--- src/rtl/stereo_bass_treble_biquad_cascade_assert.svh ---
// assertion macros for the tone control cascade
// used by the top level only, expects clk and rst_n in scope
`ifndef STEREO_BASS_TREBLE_BIQUAD_CASCADE_ASSERT_SVH
`define STEREO_BASS_TREBLE_BIQUAD_CASCADE_ASSERT_SVH

// same-cycle implication
`define BSBT_ASSERT_IMP(lbl, ante, cons) \
  lbl: assert property (@(posedge clk) disable iff (!rst_n) (ante) |-> (cons)) \
    else $error("implication check failed");

// next-cycle implication
`define BSBT_ASSERT_NXT(lbl, ante, cons) \
  lbl: assert property (@(posedge clk) disable iff (!rst_n) (ante) |=> (cons)) \
    else $error("next-cycle check failed");

`endif

--- src/rtl/bsbt_pkg.sv ---
// shared constants and types for the tone control cascade
// no dependencies
package bsbt_pkg;

  localparam int RECIP_FRAC_BITS  = 44;
  localparam int COEF_SCALE_SHIFT = 6;
  localparam int STAGE_SHIFT      = RECIP_FRAC_BITS - COEF_SCALE_SHIFT;
  localparam int OUT_SHIFT        = COEF_SCALE_SHIFT + 1;

  localparam int SAMPLE_W = 16;
  localparam int CFG_IDX_W = 3;
  localparam int CFG_DAT_W = 64;

  localparam logic [CFG_IDX_W-1:0] REG_BASS_B0B1   = 3'd0;
  localparam logic [CFG_IDX_W-1:0] REG_BASS_B2A1   = 3'd1;
  localparam logic [CFG_IDX_W-1:0] REG_BASS_A2RC   = 3'd2;
  localparam logic [CFG_IDX_W-1:0] REG_TREBLE_B0B1 = 3'd3;
  localparam logic [CFG_IDX_W-1:0] REG_TREBLE_B2A1 = 3'd4;
  localparam logic [CFG_IDX_W-1:0] REG_TREBLE_A2RC = 3'd5;

  typedef struct packed {
    logic start;
    logic clear;
    logic neg;
  } mul_cmd_t;

  typedef struct packed {
    logic busy;
    logic done;
  } mul_stat_t;

  typedef struct packed {
    logic [63:0] b0b1;
    logic [63:0] b2a1;
    logic [63:0] a2rc;
  } coef_t;

  typedef struct packed {
    logic [15:0] bx1;
    logic [15:0] bx2;
    logic [31:0] by1;
    logic [31:0] by2;
    logic [31:0] tx1;
    logic [31:0] tx2;
    logic [31:0] ty1;
    logic [31:0] ty2;
  } hist_t;

endpackage

--- src/rtl/bsbt_in_if.sv ---
// input sample channel: valid, ready, a channel select and one sample word
// depends on bsbt_pkg
interface bsbt_in_if;
  logic                                  valid;
  logic                                  ready;
  logic signed [bsbt_pkg::SAMPLE_W-1:0]  sample_in;
  logic                                  channel;
  modport source (output valid, output sample_in, output channel, input ready);
  modport sink   (input valid, input sample_in, input channel, output ready);
endinterface

--- src/rtl/bsbt_out_if.sv ---
// result channel: valid, ready and one filtered sample word
// depends on bsbt_pkg
interface bsbt_out_if;
  logic                                  valid;
  logic                                  ready;
  logic signed [bsbt_pkg::SAMPLE_W-1:0]  sample_out;
  modport source (output valid, output sample_out, input ready);
  modport sink   (input valid, input sample_out, output ready);
endinterface

--- src/rtl/bsbt_cfg_if.sv ---
// configuration write channel: valid, ready, register index and data word
// depends on bsbt_pkg
interface bsbt_cfg_if;
  logic                              valid;
  logic                              ready;
  logic [bsbt_pkg::CFG_IDX_W-1:0]    index;
  logic [bsbt_pkg::CFG_DAT_W-1:0]    data;
  modport source (output valid, output index, output data, input ready);
  modport sink   (input valid, input index, input data, output ready);
endinterface

--- src/rtl/bsbt_mul.sv ---
// bit-serial multiply-accumulate: acc +/- a * b modulo 2^64, one bit of b per cycle
// depends on bsbt_pkg
module bsbt_mul (
  input  logic               clk,
  input  logic               rst_n,
  input  bsbt_pkg::mul_cmd_t cmd,
  input  logic [63:0]        a,
  input  logic [31:0]        b,
  output bsbt_pkg::mul_stat_t stat,
  output logic [63:0]        acc
);
  import bsbt_pkg::*;

  logic [63:0] m_r, acc_r;
  logic [31:0] q_r;
  logic [4:0]  cnt_r;
  logic        busy_r, done_r, neg_r;
  logic        sub;

  // top bit of b carries negative weight
  assign sub = (cnt_r == 5'd31) ^ neg_r;

  always_ff @(posedge clk) begin
    if (!rst_n) begin
      busy_r <= 1'b0;
      done_r <= 1'b0;
      cnt_r  <= '0;
    end else begin
      done_r <= busy_r && (cnt_r == 5'd31);
      if (cmd.start) begin
        busy_r <= 1'b1;
        cnt_r  <= '0;
      end else if (busy_r) begin
        cnt_r <= cnt_r + 5'd1;
        if (cnt_r == 5'd31) busy_r <= 1'b0;
      end
    end
  end

  always_ff @(posedge clk) begin
    if (cmd.start) begin
      m_r   <= a;
      q_r   <= b;
      neg_r <= cmd.neg;
      if (cmd.clear) acc_r <= '0;
    end else if (busy_r) begin
      if (q_r[0]) acc_r <= sub ? acc_r - m_r : acc_r + m_r;
      m_r <= {m_r[62:0], 1'b0};
      q_r <= {1'b0, q_r[31:1]};
    end
  end

  assign stat.busy = busy_r;
  assign stat.done = done_r;
  assign acc       = acc_r;
endmodule

--- src/rtl/stereo_bass_treble_biquad_cascade.sv ---
// stereo bass and treble shelving biquads in cascade, one shared bit-serial multiplier
// an accepted sample word runs through 12 products on the multiplier before its result is valid
// one sample word at a time: the next is taken once the result sits in the
// output register, and a result held by out_ch.ready holds the next one back
// synchronous active-low reset clears coefficients, histories and control
// depends on bsbt_pkg, bsbt_in_if, bsbt_out_if, bsbt_cfg_if, bsbt_mul
module stereo_bass_treble_biquad_cascade (
  input  logic       clk,
  input  logic       rst_n,
  bsbt_in_if.sink    in_ch,
  bsbt_out_if.source out_ch,
  bsbt_cfg_if.sink   cfg_ch
);
  import bsbt_pkg::*;
  `include "stereo_bass_treble_biquad_cascade_assert.svh"

  localparam logic [1:0] ST_IDLE  = 2'd0;
  localparam logic [1:0] ST_ISSUE = 2'd1;
  localparam logic [1:0] ST_WAIT  = 2'd2;
  localparam logic [1:0] ST_FIN   = 2'd3;

  localparam logic [2:0] T_RECIP = 3'd5;

  logic [1:0]  state_r;
  logic [2:0]  term_r;
  logic        stage_r, ch_r;
  logic [15:0] smp_r;
  logic [31:0] sx_r;
  logic [15:0] res_r;
  logic [15:0] out_r;
  logic        out_valid_r;
  coef_t       coef_r [2];
  hist_t       hist_r [2];

  coef_t       cc;
  hist_t       hh;
  mul_cmd_t    cmd;
  mul_stat_t   stat;
  logic [63:0] op_a, mul_acc;
  logic [31:0] op_b;
  logic signed [63:0] sres, vout;
  logic [15:0] sat;

  assign cc = coef_r[stage_r];
  assign hh = hist_r[ch_r];

  always_comb begin
    cmd.start = (state_r == ST_ISSUE);
    cmd.clear = (term_r == 3'd0) || (term_r == T_RECIP);
    cmd.neg   = (term_r == 3'd3) || (term_r == 3'd4);
    op_a = mul_acc;
    op_b = cc.a2rc[31:0];
    case (term_r)
      3'd0: begin
        op_a = {{32{sx_r[31]}}, sx_r};
        op_b = cc.b0b1[63:32];
      end
      3'd1: begin
        op_a = stage_r ? {{32{hh.tx1[31]}}, hh.tx1} : {{48{hh.bx1[15]}}, hh.bx1};
        op_b = cc.b0b1[31:0];
      end
      3'd2: begin
        op_a = stage_r ? {{32{hh.tx2[31]}}, hh.tx2} : {{48{hh.bx2[15]}}, hh.bx2};
        op_b = cc.b2a1[63:32];
      end
      3'd3: begin
        op_a = stage_r ? {{32{hh.ty1[31]}}, hh.ty1} : {{32{hh.by1[31]}}, hh.by1};
        op_b = cc.b2a1[31:0];
      end
      3'd4: begin
        op_a = stage_r ? {{32{hh.ty2[31]}}, hh.ty2} : {{32{hh.by2[31]}}, hh.by2};
        op_b = cc.a2rc[63:32];
      end
      default: begin
        op_a = mul_acc;
        op_b = cc.a2rc[31:0];
      end
    endcase
  end

  bsbt_mul u_mul (
    .clk   (clk),
    .rst_n (rst_n),
    .cmd   (cmd),
    .a     (op_a),
    .b     (op_b),
    .stat  (stat),
    .acc   (mul_acc)
  );

  assign sres = $signed(mul_acc) >>> STAGE_SHIFT;
  assign vout = sres >>> OUT_SHIFT;

  always_comb begin
    if (vout > 64'sd32767)       sat = 16'h7FFF;
    else if (vout < -64'sd32768) sat = 16'h8000;
    else                         sat = vout[15:0];
  end

  // configuration words
  always_ff @(posedge clk) begin
    if (!rst_n) begin
      coef_r[0] <= '0;
      coef_r[1] <= '0;
    end else if (cfg_ch.valid) begin
      case (cfg_ch.index)
        REG_BASS_B0B1:   coef_r[0].b0b1 <= cfg_ch.data;
        REG_BASS_B2A1:   coef_r[0].b2a1 <= cfg_ch.data;
        REG_BASS_A2RC:   coef_r[0].a2rc <= cfg_ch.data;
        REG_TREBLE_B0B1: coef_r[1].b0b1 <= cfg_ch.data;
        REG_TREBLE_B2A1: coef_r[1].b2a1 <= cfg_ch.data;
        REG_TREBLE_A2RC: coef_r[1].a2rc <= cfg_ch.data;
        default: ;
      endcase
    end
  end

  // sequencer
  always_ff @(posedge clk) begin
    if (!rst_n) begin
      state_r     <= ST_IDLE;
      term_r      <= '0;
      stage_r     <= 1'b0;
      out_valid_r <= 1'b0;
      hist_r[0]   <= '0;
      hist_r[1]   <= '0;
    end else begin
      if (out_valid_r && out_ch.ready && state_r != ST_FIN) out_valid_r <= 1'b0;
      case (state_r)
        ST_IDLE: begin
          if (in_ch.valid) begin
            ch_r    <= in_ch.channel;
            smp_r   <= in_ch.sample_in;
            sx_r    <= {{16{in_ch.sample_in[15]}}, in_ch.sample_in};
            term_r  <= '0;
            stage_r <= 1'b0;
            state_r <= ST_ISSUE;
          end
        end
        ST_ISSUE: state_r <= ST_WAIT;
        ST_WAIT: begin
          if (stat.done) begin
            if (term_r != T_RECIP) begin
              term_r  <= term_r + 3'd1;
              state_r <= ST_ISSUE;
            end else if (!stage_r) begin
              hist_r[ch_r].bx2 <= hh.bx1;
              hist_r[ch_r].bx1 <= smp_r;
              hist_r[ch_r].by2 <= hh.by1;
              hist_r[ch_r].by1 <= sres[31:0];
              sx_r    <= sres[31:0];
              stage_r <= 1'b1;
              term_r  <= '0;
              state_r <= ST_ISSUE;
            end else begin
              hist_r[ch_r].tx2 <= hh.tx1;
              hist_r[ch_r].tx1 <= sx_r;
              hist_r[ch_r].ty2 <= hh.ty1;
              hist_r[ch_r].ty1 <= sres[31:0];
              res_r   <= sat;
              state_r <= ST_FIN;
            end
          end
        end
        ST_FIN: begin
          if (!out_valid_r || out_ch.ready) begin
            out_r       <= res_r;
            out_valid_r <= 1'b1;
            state_r     <= ST_IDLE;
          end
        end
        default: state_r <= ST_IDLE;
      endcase
    end
  end

  assign in_ch.ready      = (state_r == ST_IDLE);
  assign cfg_ch.ready     = 1'b1;
  assign out_ch.valid     = out_valid_r;
  assign out_ch.sample_out = out_r;

  `BSBT_ASSERT_IMP(a_start_idle, cmd.start, !stat.busy)
  `BSBT_ASSERT_IMP(a_done_wait, stat.done, state_r == ST_WAIT)
  `BSBT_ASSERT_NXT(a_out_from_fin, !out_valid_r && state_r != ST_FIN, !out_valid_r)
endmodule

--- src/flat_wrapper.sv ---
// flat-port wrapper written by rule: the top's interface ports become plain ports
module stereo_bass_treble_biquad_cascade_flat import bsbt_pkg::*;
  (clk, rst_n, in_ch_valid, in_ch_sample_in, in_ch_channel, in_ch_ready, out_ch_valid, out_ch_sample_out, out_ch_ready, cfg_ch_valid, cfg_ch_index, cfg_ch_data, cfg_ch_ready);
  bsbt_in_if in_ch_i ();
  bsbt_out_if out_ch_i ();
  bsbt_cfg_if cfg_ch_i ();
  input  logic clk;
  input  logic rst_n;
  input wire logic [$bits(in_ch_i.valid)-1:0] in_ch_valid;
  input wire logic [$bits(in_ch_i.sample_in)-1:0] in_ch_sample_in;
  input wire logic [$bits(in_ch_i.channel)-1:0] in_ch_channel;
  output wire logic [$bits(in_ch_i.ready)-1:0] in_ch_ready;
  output wire logic [$bits(out_ch_i.valid)-1:0] out_ch_valid;
  output wire logic [$bits(out_ch_i.sample_out)-1:0] out_ch_sample_out;
  input wire logic [$bits(out_ch_i.ready)-1:0] out_ch_ready;
  input wire logic [$bits(cfg_ch_i.valid)-1:0] cfg_ch_valid;
  input wire logic [$bits(cfg_ch_i.index)-1:0] cfg_ch_index;
  input wire logic [$bits(cfg_ch_i.data)-1:0] cfg_ch_data;
  output wire logic [$bits(cfg_ch_i.ready)-1:0] cfg_ch_ready;
  assign in_ch_i.valid = in_ch_valid;
  assign in_ch_i.sample_in = in_ch_sample_in;
  assign in_ch_i.channel = in_ch_channel;
  assign in_ch_ready = in_ch_i.ready;
  assign out_ch_valid = out_ch_i.valid;
  assign out_ch_sample_out = out_ch_i.sample_out;
  assign out_ch_i.ready = out_ch_ready;
  assign cfg_ch_i.valid = cfg_ch_valid;
  assign cfg_ch_i.index = cfg_ch_index;
  assign cfg_ch_i.data = cfg_ch_data;
  assign cfg_ch_ready = cfg_ch_i.ready;
  stereo_bass_treble_biquad_cascade u_core (.clk(clk), .rst_n(rst_n), .in_ch(in_ch_i), .out_ch(out_ch_i), .cfg_ch(cfg_ch_i));
endmodule
--- config.mk ---
export PLATFORM = sky130hd
export DESIGN_NAME = stereo_bass_treble_biquad_cascade_flat
export DESIGN_NICKNAME = d
export VERILOG_FILES = /design/src/rtl/bsbt_pkg.sv /design/src/rtl/bsbt_in_if.sv /design/src/rtl/bsbt_out_if.sv /design/src/rtl/bsbt_cfg_if.sv /design/src/rtl/bsbt_mul.sv /design/src/rtl/stereo_bass_treble_biquad_cascade.sv /design/src/flat_wrapper.sv
export VERILOG_INCLUDE_DIRS = /design/src /design/src/rtl
export SDC_FILE = /design/constraint.sdc
export NUM_CORES = 2
export LEC_CHECK = 0
export ABC_AREA = 1
export BUFFER_PORTS_ARGS = -buffer_cell sky130_fd_sc_hd__buf_2
export CORE_MARGIN = 2
export CORE_UTILIZATION = 60
export CTS_CLUSTER_DIAMETER = 60
export DETAILED_ROUTE_END_ITERATION = 8
export GPL_ROUTABILITY_DRIVEN = 0
export PLACE_DENSITY = 0.77
export RECOVER_POWER = 50
export SKIP_LAST_GASP = 1
export SLEW_MARGIN = 40
export SYNTH_ARGS = -nofsm -noshare
export SYNTH_HDL_FRONTEND = slang
export SYNTH_SLANG_ARGS = --single-unit
--- constraint.sdc ---
create_clock -name clk -period 5.9 [get_ports clk]
set_input_delay 0.885 -clock clk [delete_from_list [all_inputs] [get_ports clk]]
set_output_delay 0.885 -clock clk [all_outputs]
set_load 0.02 [all_outputs]
==> results_dict.tcl <==
set metrics [dict create \
    floorplan.rows 106 \
    drc 0 \
    finClkSkew_ns 0.0446 \
    ys_seq_area_frac 0.595 \
    post_cts_buffers 0 \
    drtAntennaViolNets 0 \
    powerDensity_nw_per_um2 335 \
    h-tree-depth 3 \
    drive_gt1_frac 0.0584 \
    cp-startpoint "rst_n" \
    max_stage_delay_ns 1.53 \
    synthesis.nets 5797 \
    nets 5805 \
    synth_top_area_frac 0.588 \
    synth-seq-cells 1012 \
    holdBufCountCts 0 \
    via_count 40524 \
    failed_checks "capacitance limit, slew limit" \
    syn_inst 5640 \
    portBuffers 106 \
    r2r_start "u_core.state_r[0]" \
    setup_viol 0 \
    fmax_mhz 199 \
    die_area_um2 87100 \
    crit_type "primary input to register" \
    startpoint_type "primary input" \
    die_x_um 295 \
    fp.coreArea_um2 83800 \
    period_share 0.851 \
    yosysWarnings 0 \
    crit_chain "clkbuf_1 -> clkbuf_1 -> clkinv_1 -> nor3_1 -> clkbuf_1" \
    min_from "u_core.res_r[7]" \
    hold_path_end "u_core.out_ch.sample_out[7]" \
    die_h_um 295 \
    rsz0062_at_grt "false" \
    crit_fanout 26 \
    status "complete, but fails checks" \
    period_needed_ns 5.02 \
    synthFlopType "edfxtp_1" \
    ys_types 51 \
    cts_tree "yes" \
    syn_area_um2 50800 \
    wl_mm 144 \
    layout_commonest_cell "nand2_1" \
    cp_common_cell "clkbuf_1" \
    antenna_cells 0 \
    worstRegToRegCells 6 \
    cp_slowest_cell "clkbuf_1" \
    root_buffer "clkbuf_16" \
    drtPass1Iterations 7 \
    initialDrtViolationCount 5386 \
    whs_path_depth 0 \
    crit_path_end_kind "register" \
    fin_setup_tns_ns 0 \
    critPathTopFamily "buffers and inverters" \
    mostFrequentLayoutCells "1,457 x nand2_1, 1,094 x nor2_1, 996 x edfxtp_1, 612 x inv_1, 298 x o21ai_0" \
    required_ns 6.15 \
    final-instance-count-excl-fill 6869 \
    maxSlewViolCount 764 \
    layout_setup_ws_ns 0.878 \
    clkTransAtPathRegs_ns 0.06 \
    r2r_slack_ns 0.92 \
    ir_drop_uv 280 \
    grt_first_pass_wirelength_mm 220 \
    wl_per_cell_um 21.0 \
    hold_path_class "register to register" \
    floorplan.initialDensity 0.607 \
    worstPathArrival_ns 5.28 \
    grt_usage 0.330 \
    path_buf_inv 4 \
    slew_headroom -0.804 \
    via_per_inst 5.90 \
    worst_pin_slew_ns 2.71 \
    r2r_end "u_core.u_mul.acc[53]" \
    antenna_found_initial 3 \
    pre_cts_slack_ns 1.31 \
    numCtsBuffers 104 \
    cts_sinks 1012 \
    dp.cells 6676 \
    place_hpwl_mm 89.3 \
    synthToLayoutAreaGrowth_pct 9.06 \
    finalHoldViolations 0 \
    p_total_mw 18.6 \
    cts_resized 0 \
    async_flop_share 0 \
    grt_pass1_vias 39135 \
    yosys.area.top_type "edfxtp_1" \
    grt_max_degree 155 \
    clk_latency_ns 0.70 \
    synth_enable_flop_cells 996 \
    worst-path-stages 5 \
    cts_buffer_depth 3 \
    p_leak_nw 23.3 \
    synth_area_leaders "edfxtp_1 59%, nand2_1 11%, nor2_1 8.1%, inv_1 4.5%, o21ai_0 2.9%" \
    max_cap_viol_count 16 \
    pin_count 108 \
    final_core_util 0.662 \
    avgSynthCellArea_um2 9.02 \
    overflow 0 \
]
[routing by layer]
metal  GRT usage  wire length (µm)
met3      0.0710             17700
met5           0                27
met2       0.520             65500
met4       0.152              6800
met1       0.441             54200
[cell type report]
cell class	count	area (µm²)
Clock inverter	59	671
Sequential cell	1012	30200
Fill cell	6534	28400
Clock buffer	134	2720
Tap cell	1134	1420
Timing Repair Buffer	154	873
Inverter	627	2370
Multi-Input combinational cell	3749	17200
[flip-flops by register name (all words and copies together), names as in the netlist, 2 cells and up, named ones only]
name	flops
u_core.coef_r	384
u_core.out_ch.sample_out	16
u_core.smp_r	16
u_core.u_mul.q_r	32
u_core.u_mul.acc	64
u_core.u_mul.cnt_r	5
u_core.res_r	16
u_core.u_mul.m_r	64
u_core.state_r	2
u_core.term_r	3
u_core.hist_r	376
u_core.sx_r	26
[cell families after synthesis]
| family | after synthesis | synth area share |
|---|---|---|
| adders and majority gates | 68 | 0.0169 |
| other | 1 | 0.0000737 |
| DFF | 1012 | 0.595 |
| muxes | 59 | 0.0117 |
| AOI/OAI and AO/OA | 694 | 0.0735 |
| xor gates and xnor gates | 56 | 0.00965 |
| buffers and inverters | 879 | 0.0701 |
| and+or+nand+nor | 2871 | 0.224 |
[how the worst max path moves through the flow]
stage                      endpoint  slack [ns]
5_1_grt        u_core.u_mul.acc[59]        0.70
3_5_place_dp   u_core.u_mul.acc[62]        1.31
2_1_floorplan   u_core.hist_r[0][0]        1.10
3_3_place_gp   u_core.u_mul.acc[53]        1.41
4_1_cts        u_core.u_mul.acc[53]        1.21
6_report            u_core.sx_r[18]        0.88
[power by group]
| part | switching (mW) | total, mW | internal (mW) |
|---|---|---|---|
| Sequential | 0.253 | 8.74 | 8.49 |
| Combinational | 2.34 | 3.23 | 0.883 |
| Clock | 2.87 | 6.59 | 3.72 |
[Yosys cell counts (3+ instances only)]
master,count
nand2_2,4
o21ai_1,6
clkbuf_1,139
xor2_1,43
a31oi_1,7
nor2_2,4
nor3_1,46
a21oi_1,259
and3_1,3
nand2_1,1468
buf_1,29
xnor2_1,13
buf_6,20
inv_2,8
nand3_1,129
nor4_1,10
or2_2,36
o21ai_0,298
nor2_1,1093
nand3_2,3
or2_1,6
o21ai_2,4
inv_1,615
dfxtp_1,16
buf_4,13
mux2i_1,58
buf_2,51
nand4_1,59
edfxtp_1,996
o211ai_1,38
o21bai_1,3
o32ai_1,3
o31ai_1,7
o22ai_1,59
clkinv_1,4
o21a_1,4
ha_1,67
[metrics by stage]
stage	instance area, µm²	hold WS, ns
floorplan	50800	0.400
global placement	52200	0.402
detailed placement	52200	0.405
CTS	55600	0.386
global route	55500	0.426
finish	55500	0.417
(Power assumes the default switching activity.)
